**config.mk**
```make
export PLATFORM = sky130hd
export DESIGN_NAME = lcsl_cell
export DESIGN_NICKNAME = d
export VERILOG_FILES = /design/src/sv/longest_common_substring_length_core_assert.svh /design/src/sv/lcsl_pkg.sv /design/src/sv/lcsl_cell.sv
export SDC_FILE = /design/constraint.sdc
export NUM_CORES = 1
export LEC_CHECK = 0
export BUFFER_PORTS_ARGS = -buffer_cell sky130_fd_sc_hd__buf_4
export CORE_ASPECT_RATIO = 1.25
export CORE_UTILIZATION = 45
export CTS_BUF_LIST = sky130_fd_sc_hd__clkbuf_2
export DETAILED_ROUTE_END_ITERATION = 10
export PLACE_DENSITY = 0.73
export SLEW_MARGIN = 0
export SYNTH_ARGS = -nofsm -noshare
export SYNTH_HDL_FRONTEND = slang
export SYNTH_SLANG_ARGS = --single-unit
```
**constraint.sdc**
```tcl
create_clock -name clock -period 4.8 [get_ports clock]
set_input_delay 0.96 -clock clock [delete_from_list [all_inputs] [get_ports clock]]
set_output_delay 0.96 -clock clock [all_outputs]
set_load 0.005 [all_outputs]
```
**src/sv/longest_common_substring_length_core_assert.svh**
```systemverilog
// assertion macros for the longest common substring length core
`ifndef LONGEST_COMMON_SUBSTRING_LENGTH_CORE_ASSERT_SVH
`define LONGEST_COMMON_SUBSTRING_LENGTH_CORE_ASSERT_SVH

`ifndef SYNTHESIS
`define LCSL_ASSERT_SAME(name, pre, post, msg) \
   name: assert property (@(posedge clock) disable iff (reset) (pre) |-> (post)) \
      else $error(msg);
`define LCSL_ASSERT_NEXT(name, pre, post, msg) \
   name: assert property (@(posedge clock) disable iff (reset) (pre) |=> (post)) \
      else $error(msg);
`else
`define LCSL_ASSERT_SAME(name, pre, post, msg)
`define LCSL_ASSERT_NEXT(name, pre, post, msg)
`endif

`endif

```
**src/sv/lcsl_pkg.sv**
```systemverilog
package lcsl_pkg;

   localparam int MAX_LEN = 128;
   localparam int RUN_W   = $clog2(MAX_LEN + 1);
   localparam int SYM_W   = 8;
   localparam int BEST_W  = 8;

   typedef enum logic [1:0] {
      ACT_CLEAR  = 2'd0,
      ACT_FIRST  = 2'd1,
      ACT_SECOND = 2'd2,
      ACT_REPORT = 2'd3
   } action_type;

   typedef struct packed {
      logic             clear;
      logic             append;
      logic             second;
      logic [SYM_W-1:0] symbol;
   } cell_ctrl_type;

   typedef struct packed {
      logic             valid;
      logic [RUN_W-1:0] run;
      logic [RUN_W-1:0] best;
   } cell_link_type;

   function automatic logic [BEST_W-1:0] sat_best(input logic [RUN_W-1:0] value);
      logic [BEST_W-1:0] result;
      if (32'(value) > 32'd255) begin
         result = 8'hff;
      end else begin
         result = BEST_W'(value);
      end
      return result;
   endfunction

endpackage

```
**src/sv/lcsl_cell.sv**
```systemverilog
module lcsl_cell (
   input  logic                   clock,
   input  logic                   reset,
   input  lcsl_pkg::cell_ctrl_type ctrl,
   input  lcsl_pkg::cell_link_type left,
   output lcsl_pkg::cell_link_type right
);

   logic                         valid_ff;
   logic                         valid_in;
   logic [lcsl_pkg::SYM_W-1:0]   symbol_ff;
   logic [lcsl_pkg::SYM_W-1:0]   symbol_in;
   logic [lcsl_pkg::RUN_W-1:0]   run_ff;
   logic [lcsl_pkg::RUN_W-1:0]   run_in;
   logic [lcsl_pkg::RUN_W-1:0]   best_ff;
   logic [lcsl_pkg::RUN_W-1:0]   best_in;
   logic [lcsl_pkg::RUN_W-1:0]   carry_max;

   always_comb begin
      valid_in  = valid_ff;
      symbol_in = symbol_ff;
      run_in    = run_ff;
      // running maximum ripples one cell per cycle
      carry_max = (left.best > best_ff) ? left.best : best_ff;
      best_in   = (run_ff > carry_max) ? run_ff : carry_max;
      if (ctrl.clear) begin
         valid_in = 1'b0;
         run_in   = '0;
         best_in  = '0;
      end else if (ctrl.append && !valid_ff && left.valid) begin
         valid_in  = 1'b1;
         symbol_in = ctrl.symbol;
         run_in    = '0;
      end else if (ctrl.second) begin
         if (valid_ff && (symbol_ff == ctrl.symbol)) begin
            run_in = left.run + lcsl_pkg::RUN_W'(1);
         end else begin
            run_in = '0;
         end
      end
   end

   always_ff @(posedge clock) begin
      if (reset) begin
         valid_ff <= 1'b0;
         run_ff   <= '0;
         best_ff  <= '0;
      end else begin
         valid_ff <= valid_in;
         run_ff   <= run_in;
         best_ff  <= best_in;
      end
   end

   always_ff @(posedge clock) begin
      symbol_ff <= symbol_in;
   end

   assign right.valid = valid_ff;
   assign right.run   = run_ff;
   assign right.best  = best_ff;

endmodule

```
==> metrics.txt <==
crit start category=primary input; Worst Skew=9.85 ps; RSZ-0062 raised after global routing=false; ANT nets after route=0; maximum VDD drop=146 µV; Pre-antenna DRT Iters=4; critical path arrival=4180 ps; final worst-path cycle share=between 80 and 90%; routability-driven placement congestion ratio=0.874; Port Buffers=46; Initial Util=between 40% and 50%; DIE WIDTH=55.4 µm; CTS resizes=0; worst r2r dst=best_ff[1]; largest net degree at the start of global routing=14; Primary FF master, synth=dfxtp_1; first-pass GRT wire length=slightly below 6000 µm; clock sinks=25; Slew @ Worst Pin=1080 ps; row count=23; Int Power=0.000316 W; vias in the first global route=1429; Gate Count Post-Synth=172; Setup TNS=0 ps; FF/Latch Area=581 µm²; Overall Power=approximately 0.00046 W; Ports=47; Max-Cap Viols=0; initial antenna violation count=0; die area=0.00381 mm²; CORE AREA=between 0.003 and 0.004 mm²; number of synthesized flops with an enable pin=8; Synth Area per Inst=roughly 9.3 µm²; CTS Hold Buffers Added=0; fin crit period=3960 ps; Fin. Hold Viols=0; async set-reset flop share out of synthesis=0%; wire per inst=between 10 and 15 µm; post-synthesis sequential area ratio=approximately 36%; multi-input combinational cell area=~950 µm²; Pins Over Slew Limit=0; Hold Path End=best_ff[3]; Fmax=252 MHz; status=complete, no violations; crit-path max FO=9; Mapped Nets=219; CP Class=in -> reg; Sw Ratio=30.7%; Worst Path Required=around 5000 ps; worst r2r path cells=13; Power Density=228 mW/mm²; P_sw=0.000140 W; clk slew on worst S/H paths=220 ps; CTS tree=built; DRC=0; Routed WL=3520 µm; Hold Crit Depth=2; # fillers=288; post-synthesis sequential element count=25; clock tree buffer depth=2; combinational share of power=31.7%; postcts setup bufs=0; Rel. slew slack=a little over a quarter; Clk pwr share=17.4%; slack of the worst reg-to-reg path=approximately 1100 ps; synth warn=0; ant diodes=0; Setup-failing EPs final=0; worst hold start=best_ff[3]; CTS H-Tree Depth=1; clk root buf=clkbuf_2; Static Leak=0.848 nW; CTS buffer count=3; synth unique cells=36; clk_lat worst skew=approximately 320 ps; Cell Area, Synth=0.00161 mm²; Sequential Power Share=50.9%; Syn-to-layout area delta=24.2%; drt first-iter violations=31; gr ovfl total=0; total track usage=19.6%; crit end category=flip-flop; worst hold path class=reg -> reg; Vias/cell=5.65; share of cells above drive strength 1=25.1%; Layout Nets=267; Vias=about 1400; hpwl dp=2990 µm; Die Ht=68.8 µm; Critical R2R Launch=best_ff[7]
## cell families (layout without fill, tap and decap cells)
family,count (synthesis),after routing,synth area share (%)
xor gates and xnor gates,14,14,7.64
adders and majority gates,17,17,13.2
and+or+nand+nor,53,53,17.9
DFF,25,25,36.2
buffers and inverters,16,63,4.44
AOI/OAI and AO/OA,47,47,20.6
## layout by cell type (no fill, tap or decap), types with 4 or more instances in the layout
cell type	n
a2bb2oi_1	6
edfxtp_1	8
o31ai_1	8
and2_1	7
ha_1	17
nor3_1	4
nand2_1	7
xor2_1	9
clkbuf_2	4
dfxtp_1	17
xnor2_1	5
inv_1	13
a31oi_1	8
buf_4	46
a21oi_1	6
nand3_1	11
nor2_1	10
o21ai_0	10
## worst max-delay path, cell delays in order
cell and delay (ps):
buf_4 110, ha_1 320, a21oi_1 190, o21ai_0 160, o31ai_2 490, o21ai_0 190, and2_1 180, ha_1 300
a211oi_2 190, nor2_1 120, nor4b_4 490, or2_1 330, a31oi_1 130
## through the flow
stage / hold slack, ps / worst slack [ps] / cells / area, µm² / util [%]
after CTS: 547 / 884 / 256 / 1990 / 60.3
after detailed placement: 526 / 501 / 252 / 1970 / 59.7
after floorplan: 506 / 1090 / 172 / 1610 / -
final: 542 / 835 / 256 / 1990 / 60.3
after global placement: 519 / 714 / 252 / 1970 / 59.7
after global routing: 598 / 626 / 256 / 1990 / 60.3
## final cells by class
type                       instances  share of cell area, %
clock buffer                       4                   1.00
inverter                          13                   2.45
multi-input combinational        131                   47.8
sequential                        25                   29.1
tap                               37                   2.32
timing repair buffer              46                   17.3
## layer usage
layer / GRT usage [%] / part of all wire [%] / up-vias
met4: 6.56 / 1.3 / 0
li1: - / - / 731
met2: 38.3 / 52 / 45
met3: 2.43 / 4.3 / 5
met1: 22.2 / 42 / 666
met5: 0 / 0 / -
## synth_stat cells (all sizes together) (7+ instances only)
master	count	area [µm²]
nor2	10	37.5
a31oi	8	50.1
nand2	7	26.3
ha	17	213
o21ai	11	55.1
edfxtp	8	240
and2	7	43.8
dfxtp	17	340
xor2	9	78.8
inv	13	48.8
nand3	11	55.1
o31ai	9	72.6
## flip-flops by register name (all words and copies together) (netlist names)
register and cells:
symbol_ff 8, run_ff 8, best_ff 8, valid_ff 1
## power by group through the flow
stage | combinational, W | clock, W | sequential, W
after floorplan | 0.0000921 | 0 | 0.000236
after global placement | 0.000137 | 0 | 0.000236
after detailed placement | 0.000144 | 0 | 0.000236
after CTS | 0.000145 | 0.0000812 | 0.000232
after global routing | 0.000162 | 0.0000907 | 0.000233
final | 0.000144 | 0.0000790 | 0.000232
## worst max-delay path by stage
stage                  from          to  slack [ps]
CTS                 left[7]  best_ff[6]         880
floorplan           left[7]  best_ff[0]        1090
global route        left[7]  best_ff[6]         630
global placement    left[7]  best_ff[0]         710
finish              left[7]  best_ff[1]         840
detailed placement  left[7]  best_ff[6]         500
(Power assumes the default switching activity.)
